### src/rtl/fip_pkg.sv
// Shared types, codes and constants for the frame impairment policy block.
// Depends on nothing; every other file of the block imports it.
`timescale 1ns / 1ps
package fip_pkg;

  // Defaults of the top-level parameters.
  localparam int QUEUE_DEPTH_DEF  = 16;
  localparam int HANDLE_WIDTH_DEF = 16;
  localparam int HANDLE_MAX_W     = 64;

  // Generator constants.
  localparam logic [63:0] GOLDEN = 64'h9E3779B97F4A7C15;
  localparam logic [63:0] MIX_A  = 64'hBF58476D1CE4E5B9;
  localparam logic [63:0] MIX_B  = 64'h94D049BB133111EB;
  localparam logic [9:0]  PERMILLE_MAX = 10'd1000;

  // Configuration register indexes.
  localparam logic [2:0] REG_ENABLED      = 3'd0;
  localparam logic [2:0] REG_SEED         = 3'd1;
  localparam logic [2:0] REG_DROP_PM      = 3'd2;
  localparam logic [2:0] REG_DUP_PM       = 3'd3;
  localparam logic [2:0] REG_DEFER_PM     = 3'd4;
  localparam logic [2:0] REG_DEFER_TICKS  = 3'd5;
  localparam logic [2:0] REG_MAX_DEFERRED = 3'd6;

  // Result kinds.
  localparam logic [2:0] KIND_DELIVER  = 3'd0;
  localparam logic [2:0] KIND_DROP     = 3'd1;
  localparam logic [2:0] KIND_DUP      = 3'd2;
  localparam logic [2:0] KIND_DEFER    = 3'd3;
  localparam logic [2:0] KIND_QFULL    = 3'd4;
  localparam logic [2:0] KIND_RELEASED = 3'd5;

  // Classes that the front end assigns to a frame.
  localparam logic [1:0] CLS_DELIVER = 2'd0;
  localparam logic [1:0] CLS_DROP    = 2'd1;
  localparam logic [1:0] CLS_DUP     = 2'd2;
  localparam logic [1:0] CLS_DEFER   = 2'd3;

  // Configuration held at the top level.
  typedef struct packed {
    logic        enabled;
    logic [9:0]  drop_pm;
    logic [9:0]  dup_pm;
    logic [9:0]  defer_pm;
    logic [15:0] defer_ticks;
    logic [4:0]  max_deferred;
  } cfg_t;

  // Command word passed from the front end to the back end.
  typedef struct packed {
    logic                    rel;
    logic [1:0]              cls;
    logic [HANDLE_MAX_W-1:0] handle;
    logic [31:0]             seq;
    logic [63:0]             tick;
  } cmd_t;

  // Clamp a permille value to 1000.
  function automatic logic [9:0] clamp_pm(input logic [9:0] v);
    return (v > PERMILLE_MAX) ? PERMILLE_MAX : v;
  endfunction

endpackage

### src/rtl/fip_rng.sv
// Generator unit: steps the mixing generator and reduces its output modulo 1000.
// Uses one shared 32x32 multiplier for both mixing passes and a byte-wise remainder.
`timescale 1ns / 1ps
module fip_rng (
  input  logic        clk,
  input  logic        rst,
  input  logic        seed_load,
  input  logic [63:0] seed_val,
  input  logic        start,
  output logic        done,
  output logic [9:0]  roll
);
  import fip_pkg::*;

  localparam logic [1:0] R_IDLE = 2'd0;
  localparam logic [1:0] R_MUL  = 2'd1;
  localparam logic [1:0] R_MOD  = 2'd2;
  localparam logic [1:0] R_DONE = 2'd3;

  logic [1:0]  rstate;
  logic [63:0] gen_state;
  logic [63:0] z;
  logic [63:0] acc;
  logic        pass;
  logic [1:0]  ph;
  logic [2:0]  bc;
  logic [9:0]  r;

  logic [63:0] st_next;
  logic [63:0] kmul;
  logic [31:0] op_a;
  logic [31:0] op_b;
  logic [63:0] prod;
  logic [63:0] acc_next;
  logic [17:0] mod_in;

  // Remainder of a value below 256000 by 1000, one restoring step per bit.
  function automatic logic [9:0] mod1000(input logic [17:0] x);
    logic [17:0] v;
    logic [17:0] d;
    v = x;
    for (int k = 7; k >= 0; k--) begin
      d = 18'(PERMILLE_MAX) << k;
      if (v >= d) begin
        v = v - d;
      end
    end
    return v[9:0];
  endfunction

  // Operand selection for the three partial products of a 64-bit low product.
  always_comb begin
    st_next = gen_state + GOLDEN;
    kmul    = pass ? MIX_B : MIX_A;
    case (ph)
      2'd0: begin
        op_a = z[31:0];
        op_b = kmul[31:0];
      end
      2'd1: begin
        op_a = z[63:32];
        op_b = kmul[31:0];
      end
      default: begin
        op_a = z[31:0];
        op_b = kmul[63:32];
      end
    endcase
    prod     = op_a * op_b;
    acc_next = acc + {prod[31:0], 32'd0};
    mod_in   = {r, z[63:56]};
  end

  assign done = (rstate == R_DONE);
  assign roll = r;

  always_ff @(posedge clk) begin
    if (rst) begin
      rstate    <= R_IDLE;
      gen_state <= '0;
    end else begin
      if (seed_load) begin
        gen_state <= seed_val;
      end
      case (rstate)
        R_IDLE: begin
          if (start) begin
            gen_state <= st_next;
            z         <= st_next ^ (st_next >> 30);
            ph        <= 2'd0;
            pass      <= 1'b0;
            rstate    <= R_MUL;
          end
        end
        R_MUL: begin
          if (ph == 2'd0) begin
            acc <= prod;
            ph  <= 2'd1;
          end else if (ph == 2'd1) begin
            acc <= acc_next;
            ph  <= 2'd2;
          end else begin
            ph <= 2'd0;
            if (!pass) begin
              z    <= acc_next ^ (acc_next >> 27);
              pass <= 1'b1;
            end else begin
              z      <= acc_next ^ (acc_next >> 31);
              r      <= '0;
              bc     <= '0;
              rstate <= R_MOD;
            end
          end
        end
        R_MOD: begin
          // Fold in one byte, most significant first.
          r  <= mod1000(mod_in);
          z  <= z << 8;
          bc <= bc + 3'd1;
          if (bc == 3'd7) begin
            rstate <= R_DONE;
          end
        end
        default: begin
          rstate <= R_IDLE;
        end
      endcase
    end
  end

endmodule

### src/rtl/fip_front.sv
// Front end: accepts input words, numbers frames and classifies them by roll.
// Depends on fip_pkg and fip_rng; hands one command word at a time to the queue.
`timescale 1ns / 1ps
module fip_front #(
  parameter int HANDLE_WIDTH = fip_pkg::HANDLE_WIDTH_DEF
) (
  input  logic                    clk,
  input  logic                    rst,
  input  logic                    in_valid,
  output logic                    in_stall,
  input  logic                    func,
  input  logic [63:0]             current_tick,
  input  logic [HANDLE_WIDTH-1:0] frame_handle,
  input  fip_pkg::cfg_t           cfg,
  input  logic                    seed_load,
  input  logic [63:0]             seed_val,
  input  logic                    q_full,
  output logic                    push,
  output fip_pkg::cmd_t           cmd
);
  import fip_pkg::*;

  localparam logic [1:0] F_IDLE = 2'd0;
  localparam logic [1:0] F_WAIT = 2'd1;
  localparam logic [1:0] F_PUSH = 2'd2;

  logic [1:0]              fstate;
  logic                    c_rel;
  logic [1:0]              c_cls;
  logic [63:0]             c_tick;
  logic [HANDLE_WIDTH-1:0] c_handle;
  logic [31:0]             seq;

  logic        accept;
  logic        rng_start;
  logic        rng_done;
  logic [9:0]  roll;
  logic [11:0] t1;
  logic [11:0] t2;
  logic [11:0] t3;
  logic [1:0]  roll_cls;

  fip_rng u_rng (
    .clk       (clk),
    .rst       (rst),
    .seed_load (seed_load),
    .seed_val  (seed_val),
    .start     (rng_start),
    .done      (rng_done),
    .roll      (roll)
  );

  assign in_stall  = (fstate != F_IDLE);
  assign accept    = in_valid && (fstate == F_IDLE);
  assign rng_start = accept && !func && cfg.enabled;

  // Cumulative thresholds and the class of the roll.
  always_comb begin
    t1 = 12'(clamp_pm(cfg.drop_pm));
    t2 = t1 + 12'(clamp_pm(cfg.dup_pm));
    t3 = t2 + 12'(clamp_pm(cfg.defer_pm));
    if (12'(roll) < t1) begin
      roll_cls = CLS_DROP;
    end else if (12'(roll) < t2) begin
      roll_cls = CLS_DUP;
    end else if (12'(roll) < t3) begin
      roll_cls = CLS_DEFER;
    end else begin
      roll_cls = CLS_DELIVER;
    end
  end

  assign push       = (fstate == F_PUSH) && !q_full;
  assign cmd.rel    = c_rel;
  assign cmd.cls    = c_cls;
  assign cmd.handle = HANDLE_MAX_W'(c_handle);
  assign cmd.seq    = seq;
  assign cmd.tick   = c_tick;

  always_ff @(posedge clk) begin
    if (rst) begin
      fstate <= F_IDLE;
      seq    <= '0;
    end else begin
      case (fstate)
        F_IDLE: begin
          if (accept) begin
            c_rel    <= func;
            c_tick   <= current_tick;
            c_handle <= frame_handle;
            c_cls    <= CLS_DELIVER;
            if (!func) begin
              seq <= seq + 32'd1;
            end
            fstate <= rng_start ? F_WAIT : F_PUSH;
          end
        end
        F_WAIT: begin
          if (rng_done) begin
            c_cls  <= roll_cls;
            fstate <= F_PUSH;
          end
        end
        F_PUSH: begin
          if (!q_full) begin
            fstate <= F_IDLE;
          end
        end
        default: begin
          fstate <= F_IDLE;
        end
      endcase
    end
  end

endmodule

### src/rtl/fip_cmdq.sv
// Two-entry command queue between the front end and the back end.
// Depends on fip_pkg for the command word type.
`timescale 1ns / 1ps
module fip_cmdq (
  input  logic          clk,
  input  logic          rst,
  input  logic          push,
  input  fip_pkg::cmd_t wdata,
  output logic          full,
  input  logic          pop,
  output logic          nonempty,
  output fip_pkg::cmd_t head
);
  import fip_pkg::*;

  cmd_t       ent [2];
  logic       wp;
  logic       rp;
  logic [1:0] cnt;

  assign full     = (cnt == 2'd2);
  assign nonempty = (cnt != 2'd0);
  assign head     = ent[rp];

  // Entries carry payload only; pointers and fill are reset.
  always_ff @(posedge clk) begin
    if (push) begin
      ent[wp] <= wdata;
    end
  end

  always_ff @(posedge clk) begin
    if (rst) begin
      wp  <= 1'b0;
      rp  <= 1'b0;
      cnt <= '0;
    end else begin
      if (push) begin
        wp <= ~wp;
      end
      if (pop) begin
        rp <= ~rp;
      end
      cnt <= cnt + 2'(push) - 2'(pop);
    end
  end

endmodule

### src/rtl/fip_back.sv
// Back end: carries out commands, holds the deferred-frame queue, drives results.
// Depends on fip_pkg; the queue is a memory with a registered read port.
`timescale 1ns / 1ps
module fip_back #(
  parameter int QUEUE_DEPTH  = fip_pkg::QUEUE_DEPTH_DEF,
  parameter int HANDLE_WIDTH = fip_pkg::HANDLE_WIDTH_DEF,
  localparam int CW = $clog2(QUEUE_DEPTH + 1)
) (
  input  logic                    clk,
  input  logic                    rst,
  input  logic                    q_valid,
  input  fip_pkg::cmd_t           q_head,
  output logic                    q_pop,
  input  logic [15:0]             defer_ticks,
  input  logic [4:0]              max_deferred,
  output logic                    out_valid,
  input  logic                    out_stall,
  output logic [2:0]              kind,
  output logic                    frame_valid,
  output logic [HANDLE_WIDTH-1:0] frame_handle_out,
  output logic [31:0]             sequence_res,
  output logic [63:0]             release_tick,
  output logic [CW-1:0]           queue_depth,
  output logic                    last
);
  import fip_pkg::*;

  localparam int IW   = (QUEUE_DEPTH > 1) ? $clog2(QUEUE_DEPTH) : 1;
  localparam int CMPW = (CW > 5) ? CW : 5;

  localparam logic [2:0] B_IDLE = 3'd0;
  localparam logic [2:0] B_OUT  = 3'd1;
  localparam logic [2:0] B_P1A  = 3'd2;
  localparam logic [2:0] B_P1B  = 3'd3;
  localparam logic [2:0] B_P2A  = 3'd4;
  localparam logic [2:0] B_P2B  = 3'd5;

  logic [63:0]             due_mem [QUEUE_DEPTH];
  logic [HANDLE_WIDTH-1:0] hdl_mem [QUEUE_DEPTH];
  logic [63:0]             rd_due;
  logic [HANDLE_WIDTH-1:0] rd_hdl;

  logic [2:0]              bst;
  logic [CW-1:0]           count;
  logic [CW-1:0]           i;
  logic [CW-1:0]           wr;
  logic [CW-1:0]           keep;
  logic [CW-1:0]           ndue;
  logic [CW-1:0]           emitted;
  logic [63:0]             cur_tick;
  logic                    dup2;

  logic [2:0]              p_kind;
  logic                    p_fv;
  logic [HANDLE_WIDTH-1:0] p_handle;
  logic [31:0]             p_seq;
  logic [63:0]             p_rt;
  logic [CW-1:0]           p_depth;
  logic                    p_last;

  logic                    slot_free;
  logic [15:0]             delay;
  logic [63:0]             due;
  logic [CMPW-1:0]         cap;
  logic                    defer_ok;
  logic                    kept;
  logic                    at_end;
  logic                    mem_we;
  logic [IW-1:0]           mem_wa;
  logic [63:0]             mem_wdue;
  logic [HANDLE_WIDTH-1:0] mem_whdl;
  logic                    rel_load;

  // Defer arithmetic, capacity check and release comparison.
  always_comb begin
    slot_free = !out_valid || !out_stall;
    q_pop     = (bst == B_IDLE) && q_valid;
    delay     = (defer_ticks == 16'd0) ? 16'd1 : defer_ticks;
    due       = q_head.tick + 64'(delay);
    cap       = (CMPW'(max_deferred) < CMPW'(QUEUE_DEPTH)) ?
                CMPW'(max_deferred) : CMPW'(QUEUE_DEPTH);
    defer_ok  = (CMPW'(count) < cap);
    kept      = (rd_due > cur_tick);
    at_end    = (i == count - CW'(1));
    rel_load  = (bst == B_P2B) && !kept && slot_free;
  end

  // Queue write: a new deferred frame, or a kept entry moved down.
  always_comb begin
    mem_we   = 1'b0;
    mem_wa   = count[IW-1:0];
    mem_wdue = due;
    mem_whdl = HANDLE_WIDTH'(q_head.handle);
    if (q_pop && !q_head.rel && (q_head.cls == CLS_DEFER) && defer_ok) begin
      mem_we = 1'b1;
    end else if ((bst == B_P2B) && kept) begin
      mem_we   = 1'b1;
      mem_wa   = wr[IW-1:0];
      mem_wdue = rd_due;
      mem_whdl = rd_hdl;
    end
  end

  always_ff @(posedge clk) begin
    if (mem_we) begin
      due_mem[mem_wa] <= mem_wdue;
      hdl_mem[mem_wa] <= mem_whdl;
    end
    rd_due <= due_mem[i[IW-1:0]];
    rd_hdl <= hdl_mem[i[IW-1:0]];
  end

  // Output register.
  always_ff @(posedge clk) begin
    if (rst) begin
      out_valid <= 1'b0;
    end else if ((bst == B_OUT) && slot_free) begin
      out_valid        <= 1'b1;
      kind             <= p_kind;
      frame_valid      <= p_fv;
      frame_handle_out <= p_handle;
      sequence_res     <= p_seq;
      release_tick     <= p_rt;
      queue_depth      <= p_depth;
      last             <= p_last;
    end else if (rel_load) begin
      out_valid        <= 1'b1;
      kind             <= KIND_RELEASED;
      frame_valid      <= 1'b1;
      frame_handle_out <= rd_hdl;
      sequence_res     <= '0;
      release_tick     <= '0;
      queue_depth      <= keep;
      last             <= (emitted + CW'(1) == ndue);
    end else if (!out_stall) begin
      out_valid <= 1'b0;
    end
  end

  // Command sequencer.
  always_ff @(posedge clk) begin
    if (rst) begin
      bst   <= B_IDLE;
      count <= '0;
      dup2  <= 1'b0;
    end else begin
      case (bst)
        B_IDLE: begin
          if (q_valid) begin
            cur_tick <= q_head.tick;
            if (q_head.rel) begin
              i    <= '0;
              keep <= '0;
              if (count != '0) begin
                bst <= B_P1A;
              end
            end else begin
              p_seq    <= q_head.seq;
              p_rt     <= '0;
              p_fv     <= 1'b0;
              p_handle <= '0;
              p_last   <= 1'b1;
              p_depth  <= count;
              dup2     <= 1'b0;
              case (q_head.cls)
                CLS_DROP: begin
                  p_kind <= KIND_DROP;
                end
                CLS_DUP: begin
                  p_kind   <= KIND_DUP;
                  p_fv     <= 1'b1;
                  p_handle <= HANDLE_WIDTH'(q_head.handle);
                  p_last   <= 1'b0;
                  dup2     <= 1'b1;
                end
                CLS_DEFER: begin
                  if (defer_ok) begin
                    p_kind  <= KIND_DEFER;
                    p_rt    <= due;
                    p_depth <= count + CW'(1);
                    count   <= count + CW'(1);
                  end else begin
                    p_kind <= KIND_QFULL;
                  end
                end
                default: begin
                  p_kind   <= KIND_DELIVER;
                  p_fv     <= 1'b1;
                  p_handle <= HANDLE_WIDTH'(q_head.handle);
                end
              endcase
              bst <= B_OUT;
            end
          end
        end
        B_OUT: begin
          if (slot_free) begin
            if (dup2) begin
              dup2   <= 1'b0;
              p_last <= 1'b1;
            end else begin
              bst <= B_IDLE;
            end
          end
        end
        B_P1A: begin
          bst <= B_P1B;
        end
        B_P1B: begin
          // First pass counts the entries that stay.
          if (at_end) begin
            i       <= '0;
            wr      <= '0;
            emitted <= '0;
            keep    <= keep + CW'(kept);
            ndue    <= count - keep - CW'(kept);
            bst     <= ((keep + CW'(kept)) == count) ? B_IDLE : B_P2A;
          end else begin
            keep <= keep + CW'(kept);
            i    <= i + CW'(1);
            bst  <= B_P1A;
          end
        end
        B_P2A: begin
          bst <= B_P2B;
        end
        B_P2B: begin
          // Second pass emits due entries and compacts the rest.
          if (kept || slot_free) begin
            if (kept) begin
              wr <= wr + CW'(1);
            end else begin
              emitted <= emitted + CW'(1);
            end
            if (at_end) begin
              count <= keep;
              bst   <= B_IDLE;
            end else begin
              i   <= i + CW'(1);
              bst <= B_P2A;
            end
          end
        end
        default: begin
          bst <= B_IDLE;
        end
      endcase
    end
  end

endmodule

### src/rtl/frame_impairment_policy.sv
// Top level of the frame impairment policy: configuration registers, front end,
// command queue and back end. Depends on fip_pkg, fip_front, fip_cmdq, fip_back.
//
//   Channel | Handshake             | Payload
//   --------+-----------------------+----------------------------------------------
//   in      | in_valid / in_stall   | func, current_tick, frame_handle
//   out     | out_valid / out_stall | kind, frame_valid, frame_handle_out,
//           |                       | sequence_res, release_tick, queue_depth, last
//   cfg     | cfg_we                | cfg_index, cfg_data
//
// The front end takes one word at a time. A frame with impairment on passes through
// the shared 32x32 multiplier, then the byte-wise remainder by 1000, then the hand-over
// of the roll and the push; other words go straight to the push.
// A release makes two passes over the queue memory in the back end, each entry
// read through the registered read port.
// The two-entry command queue lets the front end classify while the back end works.
// Reset is synchronous and clears control state; there is no clearing pass.
// A stalled result holds in the output register; the back end waits on it.
`timescale 1ns / 1ps
module frame_impairment_policy #(
  parameter int QUEUE_DEPTH  = fip_pkg::QUEUE_DEPTH_DEF,
  parameter int HANDLE_WIDTH = fip_pkg::HANDLE_WIDTH_DEF
) (
  input  logic                                clk,
  input  logic                                rst,
  input  logic                                cfg_we,
  input  logic [2:0]                          cfg_index,
  input  logic [63:0]                         cfg_data,
  input  logic                                in_valid,
  output logic                                in_stall,
  input  logic                                func,
  input  logic [63:0]                         current_tick,
  input  logic [HANDLE_WIDTH-1:0]             frame_handle,
  output logic                                out_valid,
  input  logic                                out_stall,
  output logic [2:0]                          kind,
  output logic                                frame_valid,
  output logic [HANDLE_WIDTH-1:0]             frame_handle_out,
  output logic [31:0]                         sequence_res,
  output logic [63:0]                         release_tick,
  output logic [$clog2(QUEUE_DEPTH + 1)-1:0]  queue_depth,
  output logic                                last
);
  import fip_pkg::*;

  cfg_t cfg;
  logic seed_load;
  logic q_full;
  logic push;
  cmd_t cmd;
  logic q_pop;
  logic q_valid;
  cmd_t q_head;

  assign seed_load = cfg_we && (cfg_index == REG_SEED);

  // Configuration registers.
  always_ff @(posedge clk) begin
    if (rst) begin
      cfg.enabled      <= 1'b0;
      cfg.drop_pm      <= '0;
      cfg.dup_pm       <= '0;
      cfg.defer_pm     <= '0;
      cfg.defer_ticks  <= 16'd1;
      cfg.max_deferred <= 5'd16;
    end else if (cfg_we) begin
      case (cfg_index)
        REG_ENABLED:      cfg.enabled      <= cfg_data[0];
        REG_DROP_PM:      cfg.drop_pm      <= cfg_data[9:0];
        REG_DUP_PM:       cfg.dup_pm       <= cfg_data[9:0];
        REG_DEFER_PM:     cfg.defer_pm     <= cfg_data[9:0];
        REG_DEFER_TICKS:  cfg.defer_ticks  <= cfg_data[15:0];
        REG_MAX_DEFERRED: cfg.max_deferred <= cfg_data[4:0];
        default: begin
        end
      endcase
    end
  end

  fip_front #(
    .HANDLE_WIDTH (HANDLE_WIDTH)
  ) u_front (
    .clk          (clk),
    .rst          (rst),
    .in_valid     (in_valid),
    .in_stall     (in_stall),
    .func         (func),
    .current_tick (current_tick),
    .frame_handle (frame_handle),
    .cfg          (cfg),
    .seed_load    (seed_load),
    .seed_val     (cfg_data),
    .q_full       (q_full),
    .push         (push),
    .cmd          (cmd)
  );

  fip_cmdq u_cmdq (
    .clk      (clk),
    .rst      (rst),
    .push     (push),
    .wdata    (cmd),
    .full     (q_full),
    .pop      (q_pop),
    .nonempty (q_valid),
    .head     (q_head)
  );

  fip_back #(
    .QUEUE_DEPTH  (QUEUE_DEPTH),
    .HANDLE_WIDTH (HANDLE_WIDTH)
  ) u_back (
    .clk              (clk),
    .rst              (rst),
    .q_valid          (q_valid),
    .q_head           (q_head),
    .q_pop            (q_pop),
    .defer_ticks      (cfg.defer_ticks),
    .max_deferred     (cfg.max_deferred),
    .out_valid        (out_valid),
    .out_stall        (out_stall),
    .kind             (kind),
    .frame_valid      (frame_valid),
    .frame_handle_out (frame_handle_out),
    .sequence_res     (sequence_res),
    .release_tick     (release_tick),
    .queue_depth      (queue_depth),
    .last             (last)
  );

endmodule

### config.mk
export PLATFORM = sky130hd
export DESIGN_NAME = frame_impairment_policy
export DESIGN_NICKNAME = d
export VERILOG_FILES = /design/src/rtl/fip_pkg.sv /design/src/rtl/fip_rng.sv /design/src/rtl/fip_front.sv /design/src/rtl/fip_cmdq.sv /design/src/rtl/fip_back.sv /design/src/rtl/frame_impairment_policy.sv
export SDC_FILE = /design/constraint.sdc
export NUM_CORES = 2
export LEC_CHECK = 0
export BUFFER_PORTS_ARGS = -buffer_cell sky130_fd_sc_hd__buf_2
export CAP_MARGIN = 20
export CORE_MARGIN = 2
export CORE_UTILIZATION = 30
export DETAILED_ROUTE_END_ITERATION = 7
export HOLD_SLACK_MARGIN = 0.12
export PLACE_DENSITY_LB_ADDON = 0.1
export SLEW_MARGIN = 20
export SYNTH_ARGS = -nofsm -noshare
export SYNTH_HDL_FRONTEND = slang
export SYNTH_HIERARCHICAL = 1
export SYNTH_SLANG_ARGS = --single-unit
### constraint.sdc
create_clock -name clk -period 15.7 [get_ports clk]
set_input_delay 0.785 -clock clk [delete_from_list [all_inputs] [get_ports clk]]
set_output_delay 0.785 -clock clk [all_outputs]
set_load 0.05 [all_outputs]
After elaboration in Yosys (flattened, before gate mapping). Memory sizes are Yosys's and may differ from the RTL's. A register that Yosys moved wholly into a read port is not among the register bits. Index checks and enable logic that the tools add are counted.

RAM bits: 1510. Memories kept: 3. Output and inout bits: 124. Flip-flop bits (word level): 726. Word-level logic and storage cells: 369. Bits of input ports: 153.

Memories: u_back.due_mem (words 16, width 64, rd ports 1, clocked after Yosys merged registers in 1, write ports 1, RTL line fip_back.sv:38) `logic [63:0] due_mem [QUEUE_DEPTH];`; u_back.hdl_mem (words 16, width 16, rd ports 1, clocked after Yosys merged registers in 1, write ports 1, RTL line fip_back.sv:39) `logic [HANDLE_WIDTH-1:0] hdl_mem [QUEUE_DEPTH];`; u_cmdq.ent (words 2, width 115, rd ports 1, clocked after Yosys merged registers in 1, write ports 1, RTL line fip_cmdq.sv:16) `cmd_t ent [2];`.

Reduce and logical (&&, ||, !) cells: 72. Multiply operators: 1. Magnitude comparators: 17. Bitwise gates (word level): 8. Add/sub/neg operators: 25. Muxes and demuxes: 149. Equality and inequality tests: 47.

Operators with widths (count): 2-to-1 mux 64 bit (13); 2-to-1 mux 18 bit (21); case mux 64 bit (3 select lines) (1); 2-to-1 mux 32 bit (4); 2-to-1 mux 5 bit (19); 2-to-1 mux 16 bit (5); 2-to-1 mux 10 bit (7); adder 64 x 16 -> 64 bit (1); adder 64 bit (1); adder 64 bit, second input constant (1); > comparator 64 bit (1); multiplier 32 x 32 -> 64 bit (1); bitwise XOR 64 x 33 -> 64 bit (1); bitwise XOR 64 x 34 -> 64 bit (1); bitwise XOR 64 x 37 -> 64 bit (1); 2-to-1 mux 62 bit (1); 2-to-1 mux 3 bit (15); case mux 5 bit (2 select lines) (4); AND reduction 5 bit (8); 2-to-1 mux 2 bit (17); adder 32 x 1 -> 32 bit, second input constant (1); > comparator 10 bit, second input constant (3); 2-to-1 mux 1 bit (28); less-than comparator 10 x 12 -> 1 bit (2); 63 further kinds (162).

Longest topological paths before layout.
Depth in word-level cells: 31. Gate-level depth with buffers: 45.

By module. The synthesis kept the hierarchy.

By module, submodules not included: fip_back (instances 1, seq. area each 50208.2 sq um, area an instance 67003.0 sq um, cells each 3335); fip_rng (instances 1, seq. area each 5645.4 sq um, area an instance 43935.9 sq um, cells each 4613); fip_cmdq (instances 1, seq. area each 9889.5 sq um, area an instance 12253.0 sq um, cells each 528); fip_front (instances 1, seq. area each 3173.0 sq um, area an instance 6062.1 sq um, cells each 529); frame_impairment_policy (instances 1, seq. area each 1041.0 sq um, area an instance 2247.2 sq um, cells each 201).

Worst setup path after synthesis. No wires, ideal clock.

Path kind: input to register. Start: input func. End: register u_front.u_rng.z[0], enable pin. Data required time: 14.873 ns. Buffers on the path: 0. Arrival time: 11.526 ns. Stages on the path: 4. Slack: 3.346 ns. Library setup time: 0.827 ns. Cell sequence: nor4b_4 -> and2_1 -> nor2b_1 -> a2111oi_0.

Longest elaborated chain between the ends: 5.

Ends and longest elaborated chain: start, declared (RTL line frame_impairment_policy.sv:31) `input logic func,`; logical NOT 1 bit (RTL line fip_front.sv:55) `assign rng_start = accept && !func && cfg.enabled;`; logical AND 1 bit (2 in series) (RTL line fip_front.sv:55); via u_front.rng_start (RTL line fip_front.sv:35) `logic rng_start;`; != test 2 x 1 -> 1 bit (no source line); AND reduction 5 bit (no source line); end signal, assigned (RTL line fip_rng.sv:105) `z <= acc_next ^ (acc_next >> 27);`; end signal, assigned (RTL line fip_rng.sv:108) `z <= acc_next ^ (acc_next >> 31);`; end signal, assigned (RTL line fip_rng.sv:118) `z <= z << 8;`; end, declared (RTL line fip_rng.sv:22) `logic [63:0] z;`.

The timed path passes the listed nets, and every way through them passes these cells. A chain may end at the register's enable or synchronous reset.

Worst setup path after layout.
Start: register u_front.u_rng.ph[1]. End: register u_front.u_rng.z[29] (data pin).

Longest elaborated chain between the ends: 10. Elaborated cells between the ends (all ways): 13.

Ends and longest elaborated chain: start, declared (RTL line fip_rng.sv:25) `logic [1:0] ph;`; start signal, assigned (RTL line fip_rng.sv:90) `ph <= 2'd0;`; start signal, assigned (RTL line fip_rng.sv:98) `ph <= 2'd1;`; start signal, assigned (RTL line fip_rng.sv:101) `ph <= 2'd2;`; equality test 2 x 1 -> 1 bit or logical NOT 2 bit (tied branches) (RTL line fip_rng.sv:55) `case (ph)`; OR reduction 2 bit (no source line); 2-to-1 mux 32 bit (RTL line fip_rng.sv:55); multiplier 32 x 32 -> 64 bit (*) (RTL line fip_rng.sv:69) `prod = op_a * op_b;`; adder 64 bit (*) (RTL line fip_rng.sv:70) `acc_next = acc + {prod[31:0], 32'd0};`; bitwise XOR 64 x 37 -> 64 bit or bitwise XOR 64 x 33 -> 64 bit (tied branches) (RTL line fip_rng.sv:105, fip_rng.sv:108); 2-to-1 mux 64 bit (*) (RTL line fip_rng.sv:104) `if (!pass) begin`; 2-to-1 mux 64 bit (*) (RTL line fip_rng.sv:99) `end else if (ph == 2'd1) begin`; 2-to-1 mux 64 bit (*) (RTL line fip_rng.sv:96) `if (ph == 2'd0) begin`; case mux 64 bit (3 select lines) (*) (RTL line fip_rng.sv:85) `case (rstate)`; end signal, assigned (RTL line fip_rng.sv:89) `z <= st_next ^ (st_next >> 30);`; end signal, assigned (RTL line fip_rng.sv:105); end signal, assigned (RTL line fip_rng.sv:108).

Every way passes the cells marked *; elsewhere a longest branch is shown, timed or not. The select of a mux whose other input is x is not followed.

==> flow_metrics.tcl <==
set metrics [dict create \
    wirelength_mm 423.0 \
    fp.dieW_um 655.9 \
    clk_path_buf_depth 4 \
    initial_core_util_pct 30.11 \
    dp_cells 14690 \
    grt_max_degree 96 \
    mostFrequentLayoutCell "edfxtp_1" \
    drtAntennaViolNets 0 \
    worstSetupEndpointType "register" \
    grt_overflow_total 0 \
    antenna_found_initial 12 \
    yosys_warnings 6 \
    vias 75400 \
    cts_tree "yes" \
    wl_per_cell_um 27.59 \
    drc 0 \
    stdcell_count 15330 \
    multi_input_area_um2 55370 \
    fin_util_pct 34.53 \
    gp_congestion 0.8874 \
    worst_pin_slew_ns 1.144 \
    timing.final.ws_setup_ns 3.702 \
    grt_pass1_vias 80420 \
    root_buffer "clkbuf_16" \
    skew_ns 0.06278 \
    mostFrequentLayoutCells "edfxtp_1 (2,069), inv_1 (1,004), fa_1 (839)" \
    drt_iter0_drc 5672 \
    cts_sinks 2316 \
    status "completed" \
    syn_inst 9009 \
    htree_levels 5 \
    clkTransAtPathRegs_ns 0.06 \
    min_period_ns 12.00 \
    area_growth_pct 14.69 \
    critPathMaxStageDelay_ns 0.71 \
    die_area_um2 430200 \
    worstPathRequired_ns 16.33 \
    grt_use_total_pct 19.46 \
    nFillCells 41310 \
    drive_above_1_share_pct 16.63 \
    cts_buffers 280 \
    layout.nets 10930 \
    vias_per_cell 4.918 \
    postSynthAreaPerCell_um2 14.15 \
    ff_latch_area_um2 67080 \
    whs_path_depth 3 \
    cp-start-kind "register" \
    cts_resized 0 \
    rsz0062_at_grt "no" \
    path_class "register to register" \
    slowest_stage "o41ai_1" \
    firstDrtPassIters 5 \
    rows 239 \
    setup_viol 0 \
    grt_pass1_wl_mm 606.0 \
    placeableCoreArea_um2 423400 \
    pin_count 277 \
    max_slew_margin_pct 23.74 \
    drv_cap 0 \
    dieHeight_um 655.9 \
    hpwl_mm 299.4 \
    fmax_mhz 83.35 \
    critPathMaxFanout 35 \
    finalHoldViolations 0 \
    fin_crit_sh_pct 76.42 \
    hold_class "input port to register" \
    portBuffers 276 \
    netlist_area_um2 127500 \
    syn_nets 10510 \
    place_ws_ns 3.676 \
    finalSetupTns_ns 0 \
    insertion_delay_ns 0.93 \
    crit_arrival_ns 12.63 \
    maxSlewViolCount 0 \
    r2r_cells 38 \
]
[state kept, by name, summed over array words and instances (netlist names), 32 cells and up, named ones only]
signal                   count
u_back/release_tick         64
u_front/u_rng/acc           64
u_back/hdl_mem             256
u_front/c_tick              64
u_back/due_mem            1024
u_back/p_seq                32
u_back/p_rt                 64
u_back/rd_due               64
u_front/u_rng/gen_state     64
u_back/cur_tick             64
u_cmdq/ent                 230
cfg                         52
u_front/u_rng/z             64
u_front/seq                 32
u_back/sequence_res         32
[final timing paths]
check | start | end | slack, ns
worst min-delay path | cfg_data[8] | u_front/u_rng/gen_state[8] | 0.20
worst max-delay path | u_front/u_rng/ph[1] | u_front/u_rng/z[29] | 3.70
worst min register to register | u_front/c_handle[2] | u_cmdq/ent[1][98] | 0.44
worst max register to register | u_front/u_rng/ph[1] | u_front/u_rng/z[29] | 3.70
[stage by stage]
| stage | cell area, um^2 | hold WS [ns] |
|---|---|---|
| 2_1_floorplan | 127500 | 0.4215 |
| 3_3_place_gp | 135800 | 0.4299 |
| 3_5_place_dp | 135800 | 0.4298 |
| 4_1_cts | 146000 | 0.1215 |
| 5_1_grt | 146200 | 0.1751 |
| 6_report | 146200 | 0.1979 |
[layout make-up]
class | count | area share [%]
clock inverter | 126 | 1.003
tap | 5663 | 4.846
clock buffer | 384 | 5.294
sequential | 2316 | 45.87
inverter | 1006 | 2.583
multi-input combinational | 5288 | 37.87
timing repair buffer | 532 | 2.506
antenna | 16 | 0.02738
[metal layers]
layer | vias up | global-route usage, % | wire, um
met2 | 1755 | 34.08 | 213400
li1 | 33130 | - | -
met3 | 545 | 1.875 | 14610
met1 | 39960 | 25.00 | 178500
met5 | - | 0 | 41
met4 | 6 | 7.015 | 16430
[worst max-delay path: cells and delay by family, from the launching register on]
family,cells,cell delay [ns]
AOI/OAI and AO/OA,9,2.76
xor gates and xnor gates,3,0.85
adders and majority gates,10,4.26
buffers and inverters,7,1.17
DFF,1,0.35
muxes,1,0.18
and+or+nand+nor,8,2.14
[repair_timing]
action / in CTS / in global routing
setup endpoints to repair: 0 / 0
setup buffers: 0 / 0
hold buffers: 107 / 0
hold endpoints to repair: 107 / 0
Power is not shown: default switching activity piles up to over one toggle a cycle in this logic, so the estimate is an artifact.
